`config.mk`:
```
export PLATFORM = sky130hd
export DESIGN_NAME = i2c_register_access_master_flat
export DESIGN_NICKNAME = d
export VERILOG_FILES = /design/src/rtl/core/i2cram_pkg.sv /design/src/rtl/core/i2cram_in_if.sv /design/src/rtl/core/i2cram_out_if.sv /design/src/rtl/core/i2cram_cfg.sv /design/src/rtl/core/i2cram_core.sv /design/src/rtl/core/i2c_register_access_master.sv /design/src/flat_wrapper.sv
export SDC_FILE = /design/constraint.sdc
export NUM_CORES = 1
export LEC_CHECK = 0
export BUFFER_PORTS_ARGS = -buffer_cell sky130_fd_sc_hd__buf_2
export CAP_MARGIN = 5
export CELL_PAD_IN_SITES_DETAIL_PLACEMENT = 1
export CELL_PAD_IN_SITES_GLOBAL_PLACEMENT = 2
export CORE_MARGIN = 3
export CORE_UTILIZATION = 28
export DETAILED_ROUTE_END_ITERATION = 12
export PLACE_DENSITY_LB_ADDON = 0.1
export SYNTH_ARGS = -nofsm -noshare
export SYNTH_HDL_FRONTEND = slang
export SYNTH_SLANG_ARGS = --single-unit
```
`constraint.sdc`:
```
create_clock -name clk_i -period 9 [get_ports clk_i]
set_clock_uncertainty 0.1 [all_clocks]
set_input_delay 0.45 -clock clk_i [delete_from_list [all_inputs] [get_ports clk_i]]
set_output_delay 0.45 -clock clk_i [all_outputs]
set_load 0.005 [all_outputs]
```
`src/rtl/core/i2cram_pkg.sv`:
```
// ----------------------------------------------------------------------------
// i2cram_pkg
// Shared types and constants for the I2C register access master.
// ----------------------------------------------------------------------------
package i2cram_pkg;

  // half-bit phases of one transaction
  typedef enum logic [4:0] {
    PH_IDLE,
    PH_ST1,
    PH_ST2,
    PH_BHI,
    PH_BLO,
    PH_AHI,
    PH_ALO,
    PH_WAIT,
    PH_RHI,
    PH_RLO,
    PH_NHI,
    PH_NLO,
    PH_SP1,
    PH_SP2
  } phase_e;

  // action codes
  localparam logic [1:0] ActTick  = 2'd0;
  localparam logic [1:0] ActWrite = 2'd1;
  localparam logic [1:0] ActRead  = 2'd2;

  // configuration register indexes
  localparam logic CfgIdxDevAddr  = 1'b0;
  localparam logic CfgIdxReadWait = 1'b1;

  // configuration reset values
  localparam logic [6:0] DevAddrRst  = 7'd116;
  localparam logic [7:0] ReadWaitRst = 8'd11;

  localparam int unsigned APB_AW = 3;
  localparam int unsigned APB_DW = 32;

  typedef struct packed {
    logic [6:0] device_address;
    logic [7:0] read_wait_ticks;
  } cfg_t;

  typedef struct packed {
    logic       scl_level;
    logic       sda_level;
    logic       sda_listen;
    logic       busy_res;
    logic       done_res;
    logic [7:0] read_data;
    logic       nak_seen;
  } result_t;

endpackage

```
`src/rtl/core/i2cram_in_if.sv`:
```
// ----------------------------------------------------------------------------
// i2cram_in_if
// Tick channel: one word per half-bit tick, carrying command and SDA sample.
// ----------------------------------------------------------------------------
interface i2cram_in_if;
  logic       valid;
  logic       ready;
  logic [1:0] action;
  logic [7:0] reg_addr;
  logic [7:0] write_data;
  logic       sda_sample;

  modport source (output valid, output action, output reg_addr, output write_data,
                  output sda_sample, input ready);
  modport sink   (input valid, input action, input reg_addr, input write_data,
                  input sda_sample, output ready);
endinterface

```
`src/rtl/core/i2cram_out_if.sv`:
```
// ----------------------------------------------------------------------------
// i2cram_out_if
// Result channel: bus drive and status word for each tick.
// ----------------------------------------------------------------------------
interface i2cram_out_if;
  logic       valid;
  logic       ready;
  logic       scl_level;
  logic       sda_level;
  logic       sda_listen;
  logic       busy_res;
  logic       done_res;
  logic [7:0] read_data;
  logic       nak_seen;

  modport source (output valid, output scl_level, output sda_level, output sda_listen,
                  output busy_res, output done_res, output read_data, output nak_seen,
                  input ready);
  modport sink   (input valid, input scl_level, input sda_level, input sda_listen,
                  input busy_res, input done_res, input read_data, input nak_seen,
                  output ready);
endinterface

```
`src/rtl/core/i2cram_cfg.sv`:
```
// ----------------------------------------------------------------------------
// i2cram_cfg
// APB register file: device address and read wait ticks.
// ----------------------------------------------------------------------------
module i2cram_cfg
  import i2cram_pkg::*;
(
  input  logic              clk_i,
  input  logic              rst_ni,
  input  logic              psel,
  input  logic              penable,
  input  logic              pwrite,
  input  logic [APB_AW-1:0] paddr,
  input  logic [APB_DW-1:0] pwdata,
  output logic [APB_DW-1:0] prdata,
  output logic              pready,
  output cfg_t              cfg_o
);

  logic [6:0] dev_addr_q;
  logic [7:0] read_wait_q;
  logic       wr_en;
  logic       idx;

  assign pready = 1'b1;
  assign wr_en  = psel && penable && pwrite;
  assign idx    = paddr[2];

  always_ff @(posedge clk_i or negedge rst_ni) begin
    if (!rst_ni) begin
      dev_addr_q  <= DevAddrRst;
      read_wait_q <= ReadWaitRst;
    end else if (wr_en) begin
      if (idx == CfgIdxDevAddr) begin
        dev_addr_q <= pwdata[6:0];
      end else begin
        read_wait_q <= pwdata[7:0];
      end
    end
  end

  always_comb begin
    prdata = '0;
    case (idx)
      CfgIdxDevAddr:  prdata = {25'd0, dev_addr_q};
      CfgIdxReadWait: prdata = {24'd0, read_wait_q};
      default:        prdata = '0;
    endcase
  end

  assign cfg_o.device_address  = dev_addr_q;
  assign cfg_o.read_wait_ticks = read_wait_q;

endmodule

```
`src/rtl/core/i2cram_core.sv`:
```
// ----------------------------------------------------------------------------
// i2cram_core
// Transaction sequencer: advances one half-bit phase per accepted tick and
// forms that tick's bus drive and status.
// ----------------------------------------------------------------------------
module i2cram_core
  import i2cram_pkg::*;
(
  input  logic       clk_i,
  input  logic       rst_ni,
  input  logic       step_i,
  input  logic [1:0] action_i,
  input  logic [7:0] reg_addr_i,
  input  logic [7:0] write_data_i,
  input  logic       sda_sample_i,
  input  cfg_t       cfg_i,
  output result_t    res_o
);

  phase_e     phase_q, phase_d, ph;
  logic [2:0] bit_count_q, bit_count_d, bit_e;
  logic [1:0] byte_index_q, byte_index_d, bidx_e;
  logic [7:0] shift_q, shift_d;
  logic       is_read_q, is_read_d;
  logic [7:0] latched_reg_q, latched_reg_d;
  logic [7:0] latched_data_q, latched_data_d;
  logic [7:0] wait_q, wait_d;
  logic [7:0] read_byte_q, read_byte_d;
  logic       nak_q, nak_d;
  logic       start;
  logic [7:0] addr_byte;

  // byte to send for a given byte slot
  function automatic logic [7:0] pick_byte(input logic [1:0] bidx, input logic rd,
                                           input logic [7:0] addr, input logic [7:0] regb,
                                           input logic [7:0] datb);
    logic [7:0] b;
    if (bidx == 2'd0) begin
      b = addr;
    end else if (bidx == 2'd1) begin
      b = regb;
    end else if (rd) begin
      b = addr | 8'h01;
    end else begin
      b = datb;
    end
    return b;
  endfunction

  // a command in idle executes the first start tick right away
  assign start     = (phase_q == PH_IDLE) && ((action_i == ActWrite) || (action_i == ActRead));
  assign ph        = start ? PH_ST1 : phase_q;
  assign bidx_e    = start ? 2'd0 : byte_index_q;
  assign bit_e     = start ? 3'd0 : bit_count_q;
  assign addr_byte = {cfg_i.device_address, 1'b0};

  // next state
  always_comb begin
    phase_d        = ph;
    is_read_d      = start ? (action_i == ActRead) : is_read_q;
    latched_reg_d  = start ? reg_addr_i : latched_reg_q;
    latched_data_d = start ? write_data_i : latched_data_q;
    nak_d          = start ? 1'b0 : nak_q;
    byte_index_d   = bidx_e;
    bit_count_d    = bit_e;
    shift_d        = shift_q;
    wait_d         = wait_q;
    read_byte_d    = read_byte_q;
    case (ph)
      PH_ST1: phase_d = PH_ST2;
      PH_ST2: begin
        shift_d     = pick_byte(bidx_e, is_read_d, addr_byte, latched_reg_d, latched_data_d);
        bit_count_d = 3'd0;
        phase_d     = PH_BHI;
      end
      PH_BHI: phase_d = PH_BLO;
      PH_BLO: begin
        shift_d     = {shift_q[6:0], 1'b0};
        bit_count_d = bit_e + 3'd1;
        phase_d     = (bit_count_d == 3'd0) ? PH_AHI : PH_BHI;
      end
      PH_AHI: begin
        if (sda_sample_i) begin
          nak_d = 1'b1;
        end
        phase_d = PH_ALO;
      end
      PH_ALO: begin
        if (bidx_e == 2'd0) begin
          byte_index_d = 2'd1;
          shift_d      = pick_byte(2'd1, is_read_d, addr_byte, latched_reg_d, latched_data_d);
          bit_count_d  = 3'd0;
          phase_d      = PH_BHI;
        end else if (bidx_e == 2'd1) begin
          byte_index_d = 2'd2;
          if (is_read_d) begin
            phase_d = PH_ST1; // repeated start
          end else begin
            shift_d     = pick_byte(2'd2, is_read_d, addr_byte, latched_reg_d,
                                    latched_data_d);
            bit_count_d = 3'd0;
            phase_d     = PH_BHI;
          end
        end else if (is_read_d) begin
          shift_d     = 8'd0;
          bit_count_d = 3'd0;
          wait_d      = cfg_i.read_wait_ticks;
          phase_d     = (cfg_i.read_wait_ticks == 8'd0) ? PH_RHI : PH_WAIT;
        end else begin
          phase_d = PH_SP1;
        end
      end
      PH_WAIT: begin
        if (wait_q <= 8'd1) begin
          wait_d  = 8'd0;
          phase_d = PH_RHI;
        end else begin
          wait_d = wait_q - 8'd1;
        end
      end
      PH_RHI: begin
        shift_d = {shift_q[6:0], sda_sample_i};
        phase_d = PH_RLO;
      end
      PH_RLO: begin
        bit_count_d = bit_e + 3'd1;
        if (bit_count_d == 3'd0) begin
          read_byte_d = shift_q;
          phase_d     = PH_NHI;
        end else begin
          phase_d = PH_RHI;
        end
      end
      PH_NHI:  phase_d = PH_NLO;
      PH_NLO:  phase_d = PH_SP1;
      PH_SP1:  phase_d = PH_SP2;
      PH_SP2:  phase_d = PH_IDLE;
      default: phase_d = PH_IDLE;
    endcase
  end

  // bus drive and status
  always_comb begin
    res_o.scl_level  = 1'b1;
    res_o.sda_level  = 1'b1;
    res_o.sda_listen = 1'b0;
    res_o.busy_res   = 1'b1;
    res_o.done_res   = 1'b0;
    case (ph)
      PH_ST1: ;
      PH_ST2: res_o.sda_level = 1'b0;
      PH_BHI: res_o.sda_level = shift_q[7];
      PH_BLO: begin
        res_o.scl_level = 1'b0;
        res_o.sda_level = shift_q[7];
      end
      PH_AHI: res_o.sda_listen = 1'b1;
      PH_ALO: begin
        res_o.scl_level  = 1'b0;
        res_o.sda_listen = 1'b1;
      end
      PH_WAIT: res_o.scl_level = 1'b0;
      PH_RHI:  res_o.sda_listen = 1'b1;
      PH_RLO: begin
        res_o.scl_level  = 1'b0;
        res_o.sda_listen = 1'b1;
      end
      PH_NHI: ;
      PH_NLO: res_o.scl_level = 1'b0;
      PH_SP1: res_o.sda_level = 1'b0;
      PH_SP2: begin
        res_o.busy_res = 1'b0;
        res_o.done_res = 1'b1;
      end
      default: res_o.busy_res = 1'b0;
    endcase
    res_o.read_data = read_byte_d;
    res_o.nak_seen  = nak_d;
  end

  always_ff @(posedge clk_i or negedge rst_ni) begin
    if (!rst_ni) begin
      phase_q        <= PH_IDLE;
      bit_count_q    <= 3'd0;
      byte_index_q   <= 2'd0;
      shift_q        <= 8'd0;
      is_read_q      <= 1'b0;
      latched_reg_q  <= 8'd0;
      latched_data_q <= 8'd0;
      wait_q         <= 8'd0;
      read_byte_q    <= 8'd0;
      nak_q          <= 1'b0;
    end else if (step_i) begin
      phase_q        <= phase_d;
      bit_count_q    <= bit_count_d;
      byte_index_q   <= byte_index_d;
      shift_q        <= shift_d;
      is_read_q      <= is_read_d;
      latched_reg_q  <= latched_reg_d;
      latched_data_q <= latched_data_d;
      wait_q         <= wait_d;
      read_byte_q    <= read_byte_d;
      nak_q          <= nak_d;
    end
  end

endmodule

```
`src/rtl/core/i2c_register_access_master.sv`:
```
// The result word is registered and valid in the cycle after acceptance.
// Throughput: one tick word per cycle, set by the single-pass phase sequencer
// and the output register, which takes a new word while the last is taken.
// Reset: rst_ni clears the sequencer to idle, the read byte and NAK flag to
// zero, and loads device address 116 and read wait 11 ticks.
// ----------------------------------------------------------------------------
// i2c_register_access_master
// Tick-driven I2C master for single-register reads and writes.
// ----------------------------------------------------------------------------
module i2c_register_access_master
  import i2cram_pkg::*;
(
  input  logic                clk_i,
  input  logic                rst_ni,
  i2cram_in_if.sink           in_i,
  i2cram_out_if.source        out_o,
  input  logic                psel,
  input  logic                penable,
  input  logic                pwrite,
  input  logic [APB_AW-1:0]   paddr,
  input  logic [APB_DW-1:0]   pwdata,
  output logic [APB_DW-1:0]   prdata,
  output logic                pready
);

  cfg_t    cfg;
  result_t res;
  result_t res_q;
  logic    out_valid_q;
  logic    in_ready;
  logic    step;

  i2cram_cfg u_cfg (
    .clk_i   (clk_i),
    .rst_ni  (rst_ni),
    .psel    (psel),
    .penable (penable),
    .pwrite  (pwrite),
    .paddr   (paddr),
    .pwdata  (pwdata),
    .prdata  (prdata),
    .pready  (pready),
    .cfg_o   (cfg)
  );

  assign in_ready   = !out_valid_q || out_o.ready;
  assign in_i.ready = in_ready;
  assign step       = in_i.valid && in_ready;

  i2cram_core u_core (
    .clk_i        (clk_i),
    .rst_ni       (rst_ni),
    .step_i       (step),
    .action_i     (in_i.action),
    .reg_addr_i   (in_i.reg_addr),
    .write_data_i (in_i.write_data),
    .sda_sample_i (in_i.sda_sample),
    .cfg_i        (cfg),
    .res_o        (res)
  );

  always_ff @(posedge clk_i or negedge rst_ni) begin
    if (!rst_ni) begin
      out_valid_q <= 1'b0;
    end else begin
      out_valid_q <= step || (out_valid_q && !out_o.ready);
    end
  end

  always_ff @(posedge clk_i) begin
    if (step) begin
      res_q <= res;
    end
  end

  assign out_o.valid      = out_valid_q;
  assign out_o.scl_level  = res_q.scl_level;
  assign out_o.sda_level  = res_q.sda_level;
  assign out_o.sda_listen = res_q.sda_listen;
  assign out_o.busy_res   = res_q.busy_res;
  assign out_o.done_res   = res_q.done_res;
  assign out_o.read_data  = res_q.read_data;
  assign out_o.nak_seen   = res_q.nak_seen;

endmodule
```
`src/flat_wrapper.sv`:
```
// flat-port wrapper written by rule: the top's interface ports become plain ports
module i2c_register_access_master_flat import i2cram_pkg::*;
  (clk_i, rst_ni, psel, penable, pwrite, paddr, pwdata, prdata, pready, in_i_valid, in_i_action, in_i_reg_addr, in_i_write_data, in_i_sda_sample, in_i_ready, out_o_valid, out_o_scl_level, out_o_sda_level, out_o_sda_listen, out_o_busy_res, out_o_done_res, out_o_read_data, out_o_nak_seen, out_o_ready);
  i2cram_in_if in_i_i ();
  i2cram_out_if out_o_i ();
  input  logic clk_i;
  input  logic rst_ni;
  input  logic psel;
  input  logic penable;
  input  logic pwrite;
  input  logic [APB_AW-1:0] paddr;
  input  logic [APB_DW-1:0] pwdata;
  output logic [APB_DW-1:0] prdata;
  output logic pready;
  input wire logic [$bits(in_i_i.valid)-1:0] in_i_valid;
  input wire logic [$bits(in_i_i.action)-1:0] in_i_action;
  input wire logic [$bits(in_i_i.reg_addr)-1:0] in_i_reg_addr;
  input wire logic [$bits(in_i_i.write_data)-1:0] in_i_write_data;
  input wire logic [$bits(in_i_i.sda_sample)-1:0] in_i_sda_sample;
  output wire logic [$bits(in_i_i.ready)-1:0] in_i_ready;
  output wire logic [$bits(out_o_i.valid)-1:0] out_o_valid;
  output wire logic [$bits(out_o_i.scl_level)-1:0] out_o_scl_level;
  output wire logic [$bits(out_o_i.sda_level)-1:0] out_o_sda_level;
  output wire logic [$bits(out_o_i.sda_listen)-1:0] out_o_sda_listen;
  output wire logic [$bits(out_o_i.busy_res)-1:0] out_o_busy_res;
  output wire logic [$bits(out_o_i.done_res)-1:0] out_o_done_res;
  output wire logic [$bits(out_o_i.read_data)-1:0] out_o_read_data;
  output wire logic [$bits(out_o_i.nak_seen)-1:0] out_o_nak_seen;
  input wire logic [$bits(out_o_i.ready)-1:0] out_o_ready;
  assign in_i_i.valid = in_i_valid;
  assign in_i_i.action = in_i_action;
  assign in_i_i.reg_addr = in_i_reg_addr;
  assign in_i_i.write_data = in_i_write_data;
  assign in_i_i.sda_sample = in_i_sda_sample;
  assign in_i_ready = in_i_i.ready;
  assign out_o_valid = out_o_i.valid;
  assign out_o_scl_level = out_o_i.scl_level;
  assign out_o_sda_level = out_o_i.sda_level;
  assign out_o_sda_listen = out_o_i.sda_listen;
  assign out_o_busy_res = out_o_i.busy_res;
  assign out_o_done_res = out_o_i.done_res;
  assign out_o_read_data = out_o_i.read_data;
  assign out_o_nak_seen = out_o_i.nak_seen;
  assign out_o_i.ready = out_o_ready;
  i2c_register_access_master u_core (.clk_i(clk_i), .rst_ni(rst_ni), .in_i(in_i_i), .out_o(out_o_i), .psel(psel), .penable(penable), .pwrite(pwrite), .paddr(paddr), .pwdata(pwdata), .prdata(prdata), .pready(pready));
endmodule
```
==> summary.log <==
qor: grt.grt.met3_usage 3.56%
qor: floorplan.die_x 141 um
qor: yosys.netlist_instances 525
qor: routing.detailed_route_wl 15800 um
qor: worst_setup_path.critPathMaxStageDelay 610 ps
qor: worst_setup_path.crit_path_leading_delay_family simple AND/OR/NAND/NOR gates
qor: cts.cts_buffer_depth 2
qor: floorplan.core_area 17500 um^2
qor: grt.gr-total-overflow 0
qor: place.detailed_place_hpwl 10900 um
qor: yosys.synth_edf_count 14
qor: worst_setup_path.cp_slowest_cell sky130_fd_sc_hd__dfrtp_1
qor: yosys.simple_logic_cell_fraction_of_the_synthesized_area 16.3%
qor: routing.vias 4206
qor: power_and_ir_drop.share_comb_of_total_power 37.5%
qor: layout.finish.instance_area 5750 um^2
qor: timing.worst_slew_margin_rel 28.6%
qor: power_and_ir_drop.total_switching_power 0.648 mW
qor: cts.post_cts_resized 0
qor: power_and_ir_drop.ir_drop 0.117 mV
qor: place.detailedPlace.worstSlack 4530 ps
qor: grt.antenna_found_initial 0
qor: floorplan.die_height 141 um
qor: job.max_cap_violations 0
qor: worst_setup_path.critical_path.cell_chain nor4_4 > buf_4 > nand2_1 > nand2_1 > inv_1 > ha_1 > nor2_1 > nand3_1 > a21o_1 > a21oi_1 > mux2_2
qor: place.placedCellCount 772
qor: yosys.ys_ff_latch 82
qor: power_and_ir_drop.power_report.internal_total 0.954 mW
qor: layout.seq_area 2130 um^2
qor: routing.drt-initial-drc-count 229
qor: yosys.adder_cell_area_share_of_the_yosys_netlist 1.97%
qor: power_and_ir_drop.power.clock.fraction 23.7%
qor: floorplan.core.rowCount 48
qor: power_and_ir_drop.swShare 40.4%
qor: grt.grt_max_degree 69
qor: routing.route.detailed.vias_per_inst 5.34
qor: grt.grtUsageMet1 21.2%
qor: cts.worst_skew_pair.late_latency 340 ps
qor: layout.final_util 32.8%
qor: timing.final.setup.tns 0 ps
qor: yosys.synthMuxAreaShare 11.5%
qor: layout.drive_above_1_share 25.9%
qor: worst_setup_path.timing.critical_path.buf_inv 2
qor: worst_setup_path.critPathMaxFanout 22
qor: grt.via_count_of_the_first_global_routing_pass 4345
qor: cts.tritoncts_clock_tree yes
qor: cts.post_cts_hold_buffer_count 0
qor: cts.maximum_level_of_the_cts_h_tree 3
qor: timing.finalCriticalPeriod 4190 ps
qor: yosys.postSynth.asyncResetShare 82.9%
qor: place.port_buffers 58
qor: routing.remaining_drc_errors 0
qor: yosys.yosys.cell_types.count 71
qor: timing.final_min_period_over_clock_period 46.6%
qor: cts.worst_setup_hold_path_clk_slew 60 ps
qor: floorplan.die_area 19800 um^2
qor: power_and_ir_drop.cellPowerDensity 279 nW/um^2
qor: yosys.yosys.area_share.xor_xnor 0.344%
qor: cts.number_of_buffers_inserted_during_clock_tree_synthesis 9
qor: power_and_ir_drop.report.power.total 1.60 mW
qor: worst_setup_path.criticalPathCategory flip-flop to flip-flop
qor: timing.fin_ws 4810 ps
qor: worst_setup_path.crit_required 9130 ps
qor: routing.wl_per_cell 20.1 um
qor: grt.gr-max-usage-layer met2
qor: timing.fmax 239 MHz
qor: power_and_ir_drop.power.static_leakage 2.37 nW
qor: yosys.avgSynthCellArea 9.70 um^2
qor: place.detailed_place.area 5450 um^2
qor: yosys.combinational_family_with_the_most_area_after_synthesis compound AO/OA/AOI/OAI gates
qor: yosys.syn_area 5090 um^2
qor: yosys.yosysWarnings 0
qor: grt.use_met2 27.7%
qor: worst_setup_path.critical-path-top-cell-by-count sky130_fd_sc_hd__nand2_1
qor: grt.aggregate_global_route_resource_usage 16.3%
qor: timing.worst_slew_pin_slew 1060 ps
qor: cts.numClockSinks 82
qor: yosys.synth-compound-area-share 20.3%
qor: layout.n_fill_cell 2018
qor: outcome.run_status complete, no violations
qor: worst_setup_path.end_kind flip-flop
qor: yosys.top_ff_cell_synth sky130_fd_sc_hd__dfrtp_1
qor: routing.detailedRoute.firstPassIterationCount 5
qor: cts.post_cts_buffers 0
qor: floorplan.initial_core_util 29.0%
qor: worst_setup_path.timing.critical_path.from_type flip-flop
qor: routing.ant_nets 0
qor: place.gp_congestion 0.785
qor: timing.rsz0062_at_grt false
qor: layout.finalNonFillerCells 788
qor: yosys.share_of_synthesized_area_occupied_by_flip_flops_and_latches 41.9%
qor: timing.report.final.slew_viol_count 0
qor: layout.multiInputGateArea 2670 um^2
qor: power_and_ir_drop.share_seq_of_total_power 38.8%
qor: cts.clock_tree.root_cell sky130_fd_sc_hd__clkbuf_16
qor: timing.final_hold_viol_count 0
qor: timing.setup_viol_count_final 0
qor: hold_path.min_path_type primary input to flip-flop
qor: grt.wire_length_of_the_first_global_routing_pass 25300 um
qor: layout.nNetsFinal 627
qor: layout.antenna_cells_inserted 0
qor: layout.syn2layout_area_growth 13.0%
qor: floorplan.io_pins 110
qor: timing.timing.hold.ws 218 ps
qor: worst_setup_path.worst-endpoint-arrival 4320 ps
cell usage after synthesis (14+ instances only):
library cell,instances,share of area (%)
sky130_fd_sc_hd__dfrtp_1,61,30
sky130_fd_sc_hd__mux2_2,50,11
sky130_fd_sc_hd__nand2_1,46,3.4
sky130_fd_sc_hd__o21ai_0,33,3.2
sky130_fd_sc_hd__clkbuf_1,28,2.1
sky130_fd_sc_hd__buf_4,26,3.8
sky130_fd_sc_hd__nor2_1,21,1.5
sky130_fd_sc_hd__a31oi_1,20,2.5
sky130_fd_sc_hd__nand3_1,19,1.9
sky130_fd_sc_hd__a21oi_1,18,1.8
sky130_fd_sc_hd__a211oi_1,14,2.1
sky130_fd_sc_hd__edfxtp_1,14,8.3
cell usage in the layout, fill, tap and decap left out, types with 5 or more instances in the layout:
| master | n |
|---|---|
| sky130_fd_sc_hd__ha_1 | 8 |
| sky130_fd_sc_hd__inv_1 | 10 |
| sky130_fd_sc_hd__a2111oi_0 | 7 |
| sky130_fd_sc_hd__nand2_1 | 46 |
| sky130_fd_sc_hd__o21ai_0 | 33 |
| sky130_fd_sc_hd__nand3_1 | 19 |
| sky130_fd_sc_hd__o221ai_1 | 5 |
| sky130_fd_sc_hd__a21oi_1 | 18 |
| sky130_fd_sc_hd__clkbuf_16 | 9 |
| sky130_fd_sc_hd__a211oi_1 | 14 |
| sky130_fd_sc_hd__nand4_1 | 10 |
| sky130_fd_sc_hd__nor2b_1 | 11 |
| sky130_fd_sc_hd__a21boi_0 | 7 |
| sky130_fd_sc_hd__buf_2 | 58 |
| sky130_fd_sc_hd__and3_1 | 8 |
| sky130_fd_sc_hd__dfstp_2 | 7 |
| sky130_fd_sc_hd__buf_4 | 5 |
| sky130_fd_sc_hd__a31oi_1 | 20 |
| sky130_fd_sc_hd__dfrtp_1 | 61 |
| sky130_fd_sc_hd__edfxtp_1 | 14 |
| sky130_fd_sc_hd__nor4_1 | 5 |
| sky130_fd_sc_hd__nor2_1 | 21 |
| sky130_fd_sc_hd__nand2b_1 | 6 |
| sky130_fd_sc_hd__mux2_2 | 50 |
| sky130_fd_sc_hd__conb_1 | 25 |
| sky130_fd_sc_hd__and2_1 | 13 |
sequential cells by signal, indices dropped and copies added (netlist names):
| signal | cells |
|---|---|
| u_core.out_o.busy_res | 1 |
| u_core.out_o.done_res | 1 |
| u_core.out_o.nak_seen | 1 |
| u_core.out_o.read_data | 8 |
| u_core.out_o.scl_level | 1 |
| u_core.out_o.sda_level | 1 |
| u_core.out_o.sda_listen | 1 |
| u_core.out_o.valid | 1 |
| u_core.u_cfg.dev_addr_q | 7 |
| u_core.u_cfg.read_wait_q | 8 |
| u_core.u_core.bit_count_q | 3 |
| u_core.u_core.byte_index_q | 2 |
| u_core.u_core.is_read_q | 1 |
| u_core.u_core.latched_data_q | 8 |
| u_core.u_core.latched_reg_q | 8 |
| u_core.u_core.nak_q | 1 |
| u_core.u_core.phase_q | 5 |
| u_core.u_core.read_byte_q | 8 |
| u_core.u_core.shift_q | 8 |
| u_core.u_core.wait_q | 8 |
worst register-to-register path: cells and delay by family, from the launching register on:
kind / cells / cell delay [ps]
simple gates: 5 / 1490
fa+ha+maj: 1 / 330
flops: 1 / 610
mux: 1 / 400
buf+inv: 2 / 360
compound gates: 2 / 800
metal layers:
metal | part of all wire, % | up-vias | wire (um)
met5 | 0 | - | 0
met4 | 1.3 | 0 | 210
met3 | 3.2 | 13 | 503
met2 | 50 | 75 | 7990
met1 | 45 | 2131 | 7120
li1 | - | 1987 | -
kinds of logic after synthesis:
kind of cell             Yosys count
AO/OA/AOI/OAI                    147
XOR/XNOR                           2
adder cells (fa/ha/maj)            8
buffers and inverters             75
flip-flops                        82
multiplexers                      52
other                              2
AND/OR/NAND/NOR                  157
final timing paths:
check	startpoint	to	slack, ps	cells after the start
min reg2reg	u_core.u_core.read_byte_q[6]$_DFFE_PN0P_	u_core.u_core.read_byte_q[6]$_DFFE_PN0P_	380	2
min in group asynchronous	rst_ni	u_core.u_cfg.dev_addr_q[1]$_DFFE_PN0P_	230	2
max in group asynchronous	rst_ni	u_core.u_core.read_byte_q[3]$_DFFE_PN0P_	7950	2
max	u_core.u_core.phase_q[4]$_DFFE_PN0P_	u_core.u_core.wait_q[1]$_DFFE_PN0P_	4810	11
min	in_i_valid	u_core.out_o.valid$_DFF_PN0_	220	2
max reg2reg	u_core.u_core.phase_q[4]$_DFFE_PN0P_	u_core.u_core.wait_q[1]$_DFFE_PN0P_	4810	11
power by group through the flow:
stage | sequential (mW) | clock, mW | combinational (mW)
6_report | 0.622 | 0.379 | 0.601
2_1_floorplan | 0.550 | 0 | 0.487
3_3_place_gp | 0.624 | 0 | 0.590
5_1_grt | 0.640 | 0.414 | 0.675
3_5_place_dp | 0.628 | 0 | 0.602
4_1_cts | 0.622 | 0.400 | 0.605
cell type report:
type | count | area share [%]
sequential | 82 | 37.0
inverter | 11 | 0.718
multi-input combinational | 391 | 46.4
clock buffer | 10 | 3.98
tap | 225 | 4.89
clock inverter | 6 | 1.26
timing repair buffer | 63 | 5.70
Power figures use the tool's default switching activity.
